--- src/design/mip_level_select_top_macros.svh ---
// assertion macros shared by the mip level select design
// depends on nothing; files that assert include it by bare name
`ifndef MIP_LEVEL_SELECT_TOP_MACROS_SVH
`define MIP_LEVEL_SELECT_TOP_MACROS_SVH

// same-cycle implication, disabled while reset is asserted
`define MLS_ASSERT_IMPL(label, clk, rst_n, ante, cons, msg) \
    label: assert property (@(posedge clk) disable iff (!rst_n) (ante) |-> (cons)) \
        else $error(msg);

// next-cycle implication, disabled while reset is asserted
`define MLS_ASSERT_NEXT(label, clk, rst_n, ante, cons, msg) \
    label: assert property (@(posedge clk) disable iff (!rst_n) (ante) |=> (cons)) \
        else $error(msg);

`endif

--- src/design/mls_pkg.sv ---
// shared types and constants for the mip level select block
// depends on nothing; used by mls_lod_calc and mip_level_select_top
package mls_pkg;

    localparam int unsigned MAX_LEVELS = 15;

    localparam int unsigned LOD_W   = 32;
    localparam int unsigned COUNT_W = 4;
    localparam int unsigned MODE_W  = 2;
    localparam int unsigned LEVEL_W = 4;
    localparam int unsigned FRAC_W  = 6;
    localparam int unsigned ERR_W   = 2;
    localparam int unsigned FIXED_W = LEVEL_W + FRAC_W;

    // binary32 pattern of 1/128 with the sign bit dropped
    localparam logic [30:0] LOD_MIN_MAG = 31'h3C00_0000;
    // biased exponent at which value*64 is an integer count of the mantissa
    localparam logic [7:0]  EXP_SAT     = 8'd131;
    localparam logic [7:0]  EXP_ALL_ONES = 8'hFF;
    localparam logic [FRAC_W-1:0] FRAC_HALF = FRAC_W'(32);

    typedef enum logic [MODE_W-1:0] {
        FILT_NONE    = 2'd0,
        FILT_NEAREST = 2'd1,
        FILT_LINEAR  = 2'd2,
        FILT_UNKNOWN = 2'd3
    } filter_t;

    typedef enum logic [ERR_W-1:0] {
        ERR_NONE       = 2'd0,
        ERR_BAD_LOD    = 2'd1,
        ERR_BAD_FILTER = 2'd2
    } err_t;

    typedef struct packed {
        logic [LEVEL_W-1:0] first_level;
        logic [LEVEL_W-1:0] second_level;
        logic [FRAC_W-1:0]  blend_weight;
        err_t               error_code;
    } result_t;

endpackage

--- src/design/mip_level_select_top.sv ---
// out_valid rises once the input transaction has passed the input reg, then the result reg
// throughput: one transaction per cycle unless out_ready stalls; the only loop is the two-entry register pipe
// backpressure on out_ready stalls the pipe; both stages fill before in_ready drops
// reset (rst_n, async active low) empties both stages; payload registers are not reset
// top level of mip level select; depends on mls_pkg, mls_lod_calc
// assertion macros from mip_level_select_top_macros.svh
module mip_level_select_top #(
    parameter int unsigned MAX_LEVELS = mls_pkg::MAX_LEVELS
) (
    input  logic                         clk,
    input  logic                         rst_n,
    input  logic                         in_valid,
    output logic                         in_ready,
    input  logic [mls_pkg::LOD_W-1:0]    lod_bits,
    input  logic [mls_pkg::COUNT_W-1:0]  num_levels,
    input  logic [mls_pkg::MODE_W-1:0]   filter_mode,
    output logic                         out_valid,
    input  logic                         out_ready,
    output logic [mls_pkg::LEVEL_W-1:0]  first_level,
    output logic [mls_pkg::LEVEL_W-1:0]  second_level,
    output logic [mls_pkg::FRAC_W-1:0]   blend_weight,
    output logic [mls_pkg::ERR_W-1:0]    error_code
);
    import mls_pkg::*;

    // input stage
    logic                 in_valid_reg;
    logic [LOD_W-1:0]     lod_reg;
    logic [COUNT_W-1:0]   count_reg;
    logic [MODE_W-1:0]    mode_reg;

    // result stage
    logic                 res_valid_reg;
    result_t              res_reg;
    result_t              res_next;

    logic                 res_load;
    logic                 in_load;

    // result stage takes a new value when it is empty or being drained
    assign res_load = !res_valid_reg || out_ready;
    // input stage can take a transaction when empty or when it moves forward
    assign in_ready = !in_valid_reg || res_load;
    assign in_load  = in_valid && in_ready;

    mls_lod_calc #(
        .MAX_LEVELS (MAX_LEVELS)
    ) u_calc (
        .lod_bits    (lod_reg),
        .num_levels  (count_reg),
        .filter_mode (mode_reg),
        .result      (res_next)
    );

    // control state
    always_ff @(posedge clk or negedge rst_n)
    begin
        if (!rst_n)
        begin
            in_valid_reg  <= 1'b0;
            res_valid_reg <= 1'b0;
        end
        else
        begin
            if (in_ready)
            begin
                in_valid_reg <= in_valid;
            end
            if (res_load)
            begin
                res_valid_reg <= in_valid_reg;
            end
        end
    end

    // payload, no reset needed
    always_ff @(posedge clk)
    begin
        if (in_load)
        begin
            lod_reg   <= lod_bits;
            count_reg <= num_levels;
            mode_reg  <= filter_mode;
        end
        if (res_load && in_valid_reg)
        begin
            res_reg <= res_next;
        end
    end

    assign out_valid    = res_valid_reg;
    assign first_level  = res_reg.first_level;
    assign second_level = res_reg.second_level;
    assign blend_weight = res_reg.blend_weight;
    assign error_code   = res_reg.error_code;

`include "mip_level_select_top_macros.svh"

    // any error zeroes the level pair and weight
    `MLS_ASSERT_IMPL(a_err_zero, clk, rst_n,
        out_valid && (res_reg.error_code != ERR_NONE),
        (first_level == '0) && (second_level == '0) && (blend_weight == '0),
        "error result carries nonzero levels or weight")

    // second level never below first, weight only with distinct levels
    `MLS_ASSERT_IMPL(a_level_order, clk, rst_n,
        out_valid,
        (second_level >= first_level)
            && ((blend_weight == '0) || (second_level != first_level)),
        "level pair or weight inconsistent")

    // in_ready only drops with both stages full and output stalled
    `MLS_ASSERT_IMPL(a_ready_full, clk, rst_n,
        !in_ready,
        in_valid_reg && res_valid_reg && !out_ready,
        "in_ready low while pipe can move")

    // an item in the input stage reaches the output when the pipe moves
    `MLS_ASSERT_NEXT(a_advance, clk, rst_n,
        in_valid_reg && res_load,
        out_valid,
        "input stage item lost on advance")

endmodule

--- src/design/mls_lod_calc.sv ---
// combinational lod to mip level pair and blend weight
// depends on mls_pkg
module mls_lod_calc #(
    parameter int unsigned MAX_LEVELS = mls_pkg::MAX_LEVELS
) (
    input  logic [mls_pkg::LOD_W-1:0]   lod_bits,
    input  logic [mls_pkg::COUNT_W-1:0] num_levels,
    input  logic [mls_pkg::MODE_W-1:0]  filter_mode,
    output mls_pkg::result_t            result
);
    import mls_pkg::*;

    logic                 bad_lod;
    logic [COUNT_W-1:0]   top;
    logic [FIXED_W-1:0]   top_fixed;
    logic [31:0]          round_sum;
    logic [7:0]           r_exp;
    logic [10:0]          r_mant;
    logic [7:0]           shift_full;
    logic [FIXED_W-1:0]   shifted;
    logic                 to_zero;
    logic                 saturate;
    logic [FIXED_W-1:0]   fixed;
    logic [LEVEL_W-1:0]   first_raw;
    logic [FRAC_W-1:0]    frac;
    logic [LEVEL_W-1:0]   near_level;
    logic [LEVEL_W-1:0]   next_level;

    assign bad_lod = (lod_bits[30:23] == EXP_ALL_ONES) || (num_levels == '0)
                   || (32'(num_levels) > MAX_LEVELS);

    assign top       = num_levels - COUNT_W'(1);
    assign top_fixed = {top, FRAC_W'(0)};

    // round magnitude to binary16 precision, ties to even
    assign round_sum  = {1'b0, lod_bits[30:0]} + 32'h0000_0FFF + {31'b0, lod_bits[13]};
    assign r_exp      = round_sum[30:23];
    assign r_mant     = {1'b1, round_sum[22:13]};
    assign shift_full = EXP_SAT - r_exp;
    // shift is at least one whenever the value is used, so the top bit drops out
    assign shifted    = FIXED_W'(r_mant >> shift_full[3:0]);

    assign to_zero  = lod_bits[31] || (lod_bits[30:0] < LOD_MIN_MAG) || (top == '0);
    assign saturate = (r_exp >= EXP_SAT);

    always_comb
    begin
        priority if (to_zero)
        begin
            fixed = '0;
        end
        else if (saturate)
        begin
            fixed = top_fixed;
        end
        else if (shifted > top_fixed)
        begin
            fixed = top_fixed;
        end
        else
        begin
            fixed = shifted;
        end
    end

    assign first_raw = fixed[FIXED_W-1:FRAC_W];
    assign frac      = fixed[FRAC_W-1:0];

    // at the top level frac is zero, so neither step can pass top
    assign next_level = (first_raw < top) ? first_raw + LEVEL_W'(1) : top;
    assign near_level = (frac > FRAC_HALF) ? next_level : first_raw;

    always_comb
    begin
        result = '{first_level: '0, second_level: '0, blend_weight: '0,
                   error_code: ERR_NONE};
        if (bad_lod)
        begin
            result.error_code = ERR_BAD_LOD;
        end
        else
        begin
            unique case (filter_t'(filter_mode))
                FILT_NONE:
                begin
                    result.error_code = ERR_NONE;
                end
                FILT_NEAREST:
                begin
                    result.first_level  = near_level;
                    result.second_level = near_level;
                end
                FILT_LINEAR:
                begin
                    result.first_level  = first_raw;
                    result.second_level = next_level;
                    result.blend_weight = frac;
                end
                FILT_UNKNOWN:
                begin
                    result.error_code = ERR_BAD_FILTER;
                end
                default:
                begin
                    result.error_code = ERR_BAD_FILTER;
                end
            endcase
        end
    end

endmodule

--- config.mk ---
export PLATFORM = sky130hd
export DESIGN_NAME = mip_level_select_top
export DESIGN_NICKNAME = d
export VERILOG_FILES = /design/src/design/mls_pkg.sv /design/src/design/mip_level_select_top.sv /design/src/design/mls_lod_calc.sv
export VERILOG_INCLUDE_DIRS = /design/src /design/src/design
export SDC_FILE = /design/constraint.sdc
export NUM_CORES = 1
export LEC_CHECK = 0
export BUFFER_PORTS_ARGS = -buffer_cell sky130_fd_sc_hd__buf_2
export CORE_ASPECT_RATIO = 1.1
export CORE_MARGIN = 5
export CORE_UTILIZATION = 45
export CTS_CLUSTER_SIZE = 40
export DETAILED_ROUTE_END_ITERATION = 16
export GPL_TIMING_DRIVEN = 0
export MAX_ROUTING_LAYER = met4
export PLACE_DENSITY = 0.62
export SLEW_MARGIN = 40
export SYNTH_ARGS = -nofsm -noshare
export SYNTH_HDL_FRONTEND = slang
export SYNTH_SLANG_ARGS = --single-unit
--- constraint.sdc ---
create_clock -name clk -period 8.25 [get_ports clk]
set_clock_uncertainty 0.2 [all_clocks]
set_input_delay 1.65 -clock clk [delete_from_list [all_inputs] [get_ports clk]]
set_output_delay 1.65 -clock clk [all_outputs]
set_load 0.1 [all_outputs]
Yosys cells after proc, flatten, opt, wreduce, memory -nomap -nowiden. Cells that the tools add are included.

Bits in registers: 56. Bits of input ports: 42. Output and inout bits: 18. Word-level logic and storage cells: 44.

Add/sub/neg operators: 5. Magnitude comparators: 5. Equal/unequal tests: 4. Shifts and indexed selects: 1. Muxes and demuxes: 7. Bitwise gates (word level): 1. Reduce and logical (&&, ||, !) cells: 12.

Operators by type and width (count): 31-bit by 1-bit adder with 31-bit output (1); 31-bit by 12-bit adder with 31-bit output, second input constant (1); 31-bit by 30-bit less-than comparator with 1-bit output, second input constant (1); 10-bit two-way mux (3); 8-bit one-hot mux with 2 select lines (1); 11-bit by 4-bit right shift with 10-bit output (1); 10-bit greater-than comparator (1); 8-bit equality test, second input constant (1); 8-bit greater-or-equal comparator, second input constant (1); 4-bit logical NOT (2); 4-bit two-way mux (2); 6-bit greater-than comparator, second input constant (1); 1-bit logical OR (5); 4-bit by 1-bit adder with 4-bit output, second input constant (1); 2-bit equality test, second input constant (2); 4-bit less-than comparator (1); 2-bit by 4-bit subtractor with 4-bit output, first input constant (1); 4-bit by 1-bit subtractor with 4-bit output, second input constant (1); 2-bit by 1-bit equality test with 1-bit output, second input constant (1); 1-bit logical AND (2); 1-bit logical NOT (2); 2-bit two-way mux (1); 2-bit OR reduction (1); 1-bit NOT (1).

Logic depth before layout (Yosys ltp).
Depth in word-level cells: 12. Mapped depth: 28. Mapped depth without buffers: 25.

By module. From an unflattened synthesis, not the netlist that was laid out.

Cell total of the unflattened synthesis: 363. Area total of the unflattened synthesis: 3666.0 um^2.

By module, submodules not included: mls_lod_calc (instances 1, cells an instance 301, area an instance 1940.6 um^2, sequential area each 0.0 um^2); mip_level_select_top (instances 1, cells an instance 62, area an instance 1725.4 um^2, sequential area each 1671.6 um^2).

Least setup slack after synthesis. Ideal clock, no wire load.

Kind: register -> register. Start: reg lod_reg[12]. End: reg res_reg, in the netlist first_level[0], data pin. Setup time: 146 ps. Data arrival time: 5827 ps. Data required time: 7904 ps. Setup slack: 2077 ps. Cell stages (with the launch flop): 29. Path buffers: 3. Period minus slack after synthesis: 6173 ps. Cell sequence: edfxtp_1 -> nand4_1 -> buf_2 -> nor4_2 -> xor2_1 -> inv_2 -> ha_1 -> clkbuf_1 -> or3_1 -> inv_1 -> ha_1 -> nor2b_1 -> o21ai_0 -> nand2b_1 -> a21oi_1 -> a41oi_1 -> nor2b_1 -> buf_6 -> mux2i_1 -> inv_1 -> ha_1 -> a21oi_1 -> nor2b_1 -> nor3_1 -> and2_1 -> a221o_1 -> a32o_2 -> or3_1 -> a21oi_1.

Cells in the longest elaborated chain, start to end: 12. Elaborated cells on any way between the ends: 18. Those cells by class: add/sub: 4; order compare: 5; shift: 1; mux: 6; reduce/logical: 2.

RTL lines: start, declared (RTL line mip_level_select_top.sv:28) `logic [LOD_W-1:0] lod_reg;`; start signal, assigned (RTL line mip_level_select_top.sv:81) `lod_reg <= lod_bits;`; 31-bit by 12-bit adder with 31-bit output (RTL line mls_lod_calc.sv:36) `assign round_sum = {1'b0, lod_bits[30:0]} + 32'h0000_0FFF + {31'b0, lod_bits[13]};`; 31-bit by 1-bit adder with 31-bit output (RTL line mls_lod_calc.sv:36); 2-bit by 4-bit subtractor with 4-bit output (RTL line mls_lod_calc.sv:39) `assign shift_full = EXP_SAT - r_exp;`; 11-bit by 4-bit right shift with 10-bit output (RTL line mls_lod_calc.sv:41) `assign shifted = FIXED_W'(r_mant >> shift_full[3:0]);`; 10-bit greater-than comparator (RTL line mls_lod_calc.sv:56) `else if (shifted > top_fixed)`; 10-bit two-way mux (RTL line mls_lod_calc.sv:56); 10-bit two-way mux (RTL line mls_lod_calc.sv:52) `else if (saturate)`; 10-bit two-way mux (*) (RTL line mls_lod_calc.sv:48) `priority if (to_zero)`; 4-bit by 1-bit adder with 4-bit output / 4-bit less-than comparator (equally long branches) (RTL line mls_lod_calc.sv:70) `assign next_level = (first_raw < top) ? first_raw + LEVEL_W'(1) : top;`; 4-bit two-way mux (RTL line mls_lod_calc.sv:70); 4-bit two-way mux (RTL line mls_lod_calc.sv:71) `assign near_level = (frac > FRAC_HALF) ? next_level : first_raw;`; 8-bit one-hot mux with 2 select lines (*) (RTL line mls_lod_calc.sv:83) `unique case (filter_t'(filter_mode))`; end signal, assigned (RTL line mip_level_select_top.sv:87) `res_reg <= res_next;`; end, declared (RTL line mip_level_select_top.sv:34) `result_t res_reg;`.

Every way passes the cells marked *; elsewhere a longest branch is shown, timed or not. A chain may end at the register's enable or synchronous reset.

Final worst setup path.
Start: reg lod_reg[23]. End: reg res_reg, in the netlist second_level[1], data pin.

Cells in the longest elaborated chain, start to end: 12. Elaborated cells on any way between the ends: 20. Those cells by class: add/sub: 4; order compare: 5; eq/ne: 1; shift: 1; mux: 6; reduce/logical: 3.

RTL lines (RTL line): 31-bit by 12-bit adder with 31-bit output (mls_lod_calc.sv:36); 31-bit by 1-bit adder with 31-bit output (mls_lod_calc.sv:36); 2-bit by 4-bit subtractor with 4-bit output (mls_lod_calc.sv:39); 11-bit by 4-bit right shift with 10-bit output (mls_lod_calc.sv:41); 10-bit greater-than comparator (mls_lod_calc.sv:56); 10-bit two-way mux (mls_lod_calc.sv:56); 10-bit two-way mux (mls_lod_calc.sv:52); 10-bit two-way mux (mls_lod_calc.sv:48); 4-bit by 1-bit adder with 4-bit output / 4-bit less-than comparator (equally long branches) (mls_lod_calc.sv:70); 4-bit two-way mux (mls_lod_calc.sv:70); 4-bit two-way mux (mls_lod_calc.sv:71); 8-bit one-hot mux with 2 select lines (mls_lod_calc.sv:83).

Parallel ways exist; a longest one is shown, timed or not.

==> summary.txt <==
Syn Inst Count: 362
fin nets: 485
endpoints failing setup: 0
ys async rst share: 0.0357
WP buf/inv: 4
post-CTS sizing: 0
Synth warnings: 0
maximum clock insertion buffer count: 2
Peak VDD IR: 0.0000973 V
first-pass GRT wire length: 13400 µm
hold endpoint: out_valid
Final Instance Area: 4230 µm²
core footprint: 7960 µm²
post-synth cell types: 63
Post-synth top flop: edfxtp_1
Worst-Skew Late Latency: 0.31 ns
Initial Util: 0.461
Worst Hold Slack: 0.296 ns
fin. max-slew vios: 0
DP Area: 4140 µm²
Synthesized Nets: 418
P per Cell Area: 163 nW/µm²
busiest grt layer: met2
largest net degree at the start of global routing: 28
FF-to-FF Start: lod_reg[23]
postcts setup bufs: 0
top cell type's share of synthesized area: 0.442
FMAX: 0.135 GHz
area leader, netlist: edfxtp_1
GRT Util Overall: 0.168
fin cells: 538
GR Util met2: 0.294
I/O pins: 60
CP Data Required Time: 8.21 ns
Post-synth EDFFs: 54
Crit-path slowest cell: mux2i_1
IO Port Bufs: 59
type of the most critical hold path: reg -> reg
die height: 105 µm
Final Hold Viols: 0
worst slew pin tran: 0.785 ns
row count: 34
DR iter-0 viols: 190
final worst path period need: 7.38 ns
max FFs per register: 32
max incr delay on CP: 0.53 ns
Seq/Total Area, Yosys: 0.456
FF-to-FF End: second_level[1]
post-route setup TNS: 0 ns
crit-path leading delay family: compound AO/OA/AOI/OAI gates
CTS clock-pin slew for the worst setup and hold paths: 0.10 ns
worst hold stages: 1
Synth area leaders: edfxtp_1 44%, ha_1 4.8%, xnor2_1 3.1%
Worst setup SP type: register
Rel. slew slack: 0.472
Synth Area per Inst: 10.1 µm²
GPL Wtd Cong: 0.938
initial antenna violation count: 0
TritonCTS Buffers: 5
Die ar.: 10100 µm²
R2R depth: 26
CP arrival: 7.35 ns
Period Utilization, post-route: 0.895
Mapped Area: 3670 µm²
R2R setup slack: 0.87 ns
Vias/cell: 5.66
layout cell share with drive strength beyond 1: 0.212
Placed Instances: 530
max-cap violation count: 0
grt total ovfl: 0
Vias: 3043
HP Start: in_valid_reg
HPWL after DPL: 6450 µm
status: finished clean
unrepaired setup endpoints after global routing: no
critical-path maximum fanout: 10
DR pass1 iterations: 5
chip width: 96.1 µm
kind of critical path: reg -> reg
vias in the first global route: 2877
Clock Sinks: 56
Area growth syn-to-layout: 15.2%
Remaining DRCs: 0
CTS tree: done
CTS root buf: clkbuf_8
antenna viol nets, final: 0
CP endpoint kind: register
post-synthesis register bit count: 56
DR WL/cell: 15.1 µm
met3 GRT Util: 0.0280
H-tree level count: 2
most used cell, CP: mux2i_1
post-cts hold buffer count: 0
n_diodes: 0
M1 GR Usage: 0.200
total power draw: 0.000687 W
static leakage: 1.59 nW
Post-Route WL: 8140 µm
[synth_stat cells (all sizes together), types with 3 or more instances]
cell type and number:
and4 6, nand4 13, a2111oi 4, buf 7, and2 8, or3 6
mux2i 6, inv 19, o22ai 8, nor3 12, xor2 5, o211ai 3
mux2 4, nand3 12, nor4 10, a31oi 4, and3 5, edfxtp 54
nor2 29, nand2 26, o21a 4, nor2b 4, a311oi 4, o21ai 12
xnor2 13, a21oi 16, nand2b 9, clkbuf 9, ha 14
[where the power goes]
| group | internal [W] | switching [W] | total [W] |
|---|---|---|---|
| clock network | 0.0000610 | 0.0000900 | 0.000151 |
| registers | 0.000334 | 0.0000120 | 0.000346 |
| logic | 0.0000598 | 0.000131 | 0.000190 |
[metal layers]
layer,up-vias,part of all wire
met5,-,0
met2,71,0.52
met1,1441,0.42
li1,1521,-
met4,0,0.010
met3,10,0.044
[worst register-to-register path, delay by kind of cell, from the launching register on]
kind / cells / cell delay [ns]
fa+ha+maj: 2 / 0.69
compound gates: 7 / 1.94
buf+inv: 4 / 1.08
mux: 3 / 1.05
simple gates: 9 / 1.67
xor+xnor: 1 / 0.13
flops: 1 / 0.49
[area by class of cell]
class | instances | area [µm²]
multi-input combinational | 271 | 1860
inverter | 19 | 71.3
timing repair buffer | 60 | 323
clock inverter | 3 | 22.5
buffer | 16 | 73.8
sequential | 56 | 1670
fill | 724 | 3730
clock buffer | 5 | 68.8
tap | 108 | 135
[through the flow]
stage	worst slack, ns	util
after floorplan	2.08	-
final	0.870	0.531
after global placement	1.03	0.515
after CTS	0.946	0.531
after global routing	0.300	0.531
after detailed placement	0.975	0.520
[cell usage in the layout (no fill, tap or decap), drive strengths merged, types with 13 or more instances in the layout]
cell type	netlist	routed
buf	7	67
xnor2	13	13
clkbuf	9	14
nor2	29	29
ha	14	14
inv	19	20
nand2	26	26
edfxtp	54	54
nand4	13	13
a21oi	16	16
[worst max path at each step]
| stage | to | cells after the start | startpoint |
|---|---|---|---|
| after CTS | second_level[1] | 26 | lod_reg[23] |
| after global routing | second_level[1] | 26 | lod_reg[23] |
| after floorplan | first_level[0] | 28 | lod_reg[12] |
| after detailed placement | second_level[1] | 28 | lod_reg[23] |
| final | second_level[1] | 26 | lod_reg[23] |
| after global placement | second_level[1] | 26 | lod_reg[23] |
[logic make-up (layout without fill, tap and decap cells)]
family,Yosys count,in the layout,share of synthesized area
and+or+nand+nor,148,148,0.225
AOI/OAI and AO/OA,81,81,0.161
DFF,56,56,0.456
buffers and inverters,35,103,0.0395
xor gates and xnor gates,18,18,0.0430
adders and majority gates,14,14,0.0477
muxes,10,10,0.0286
Note: power is estimated with default switching activity, not from simulation.
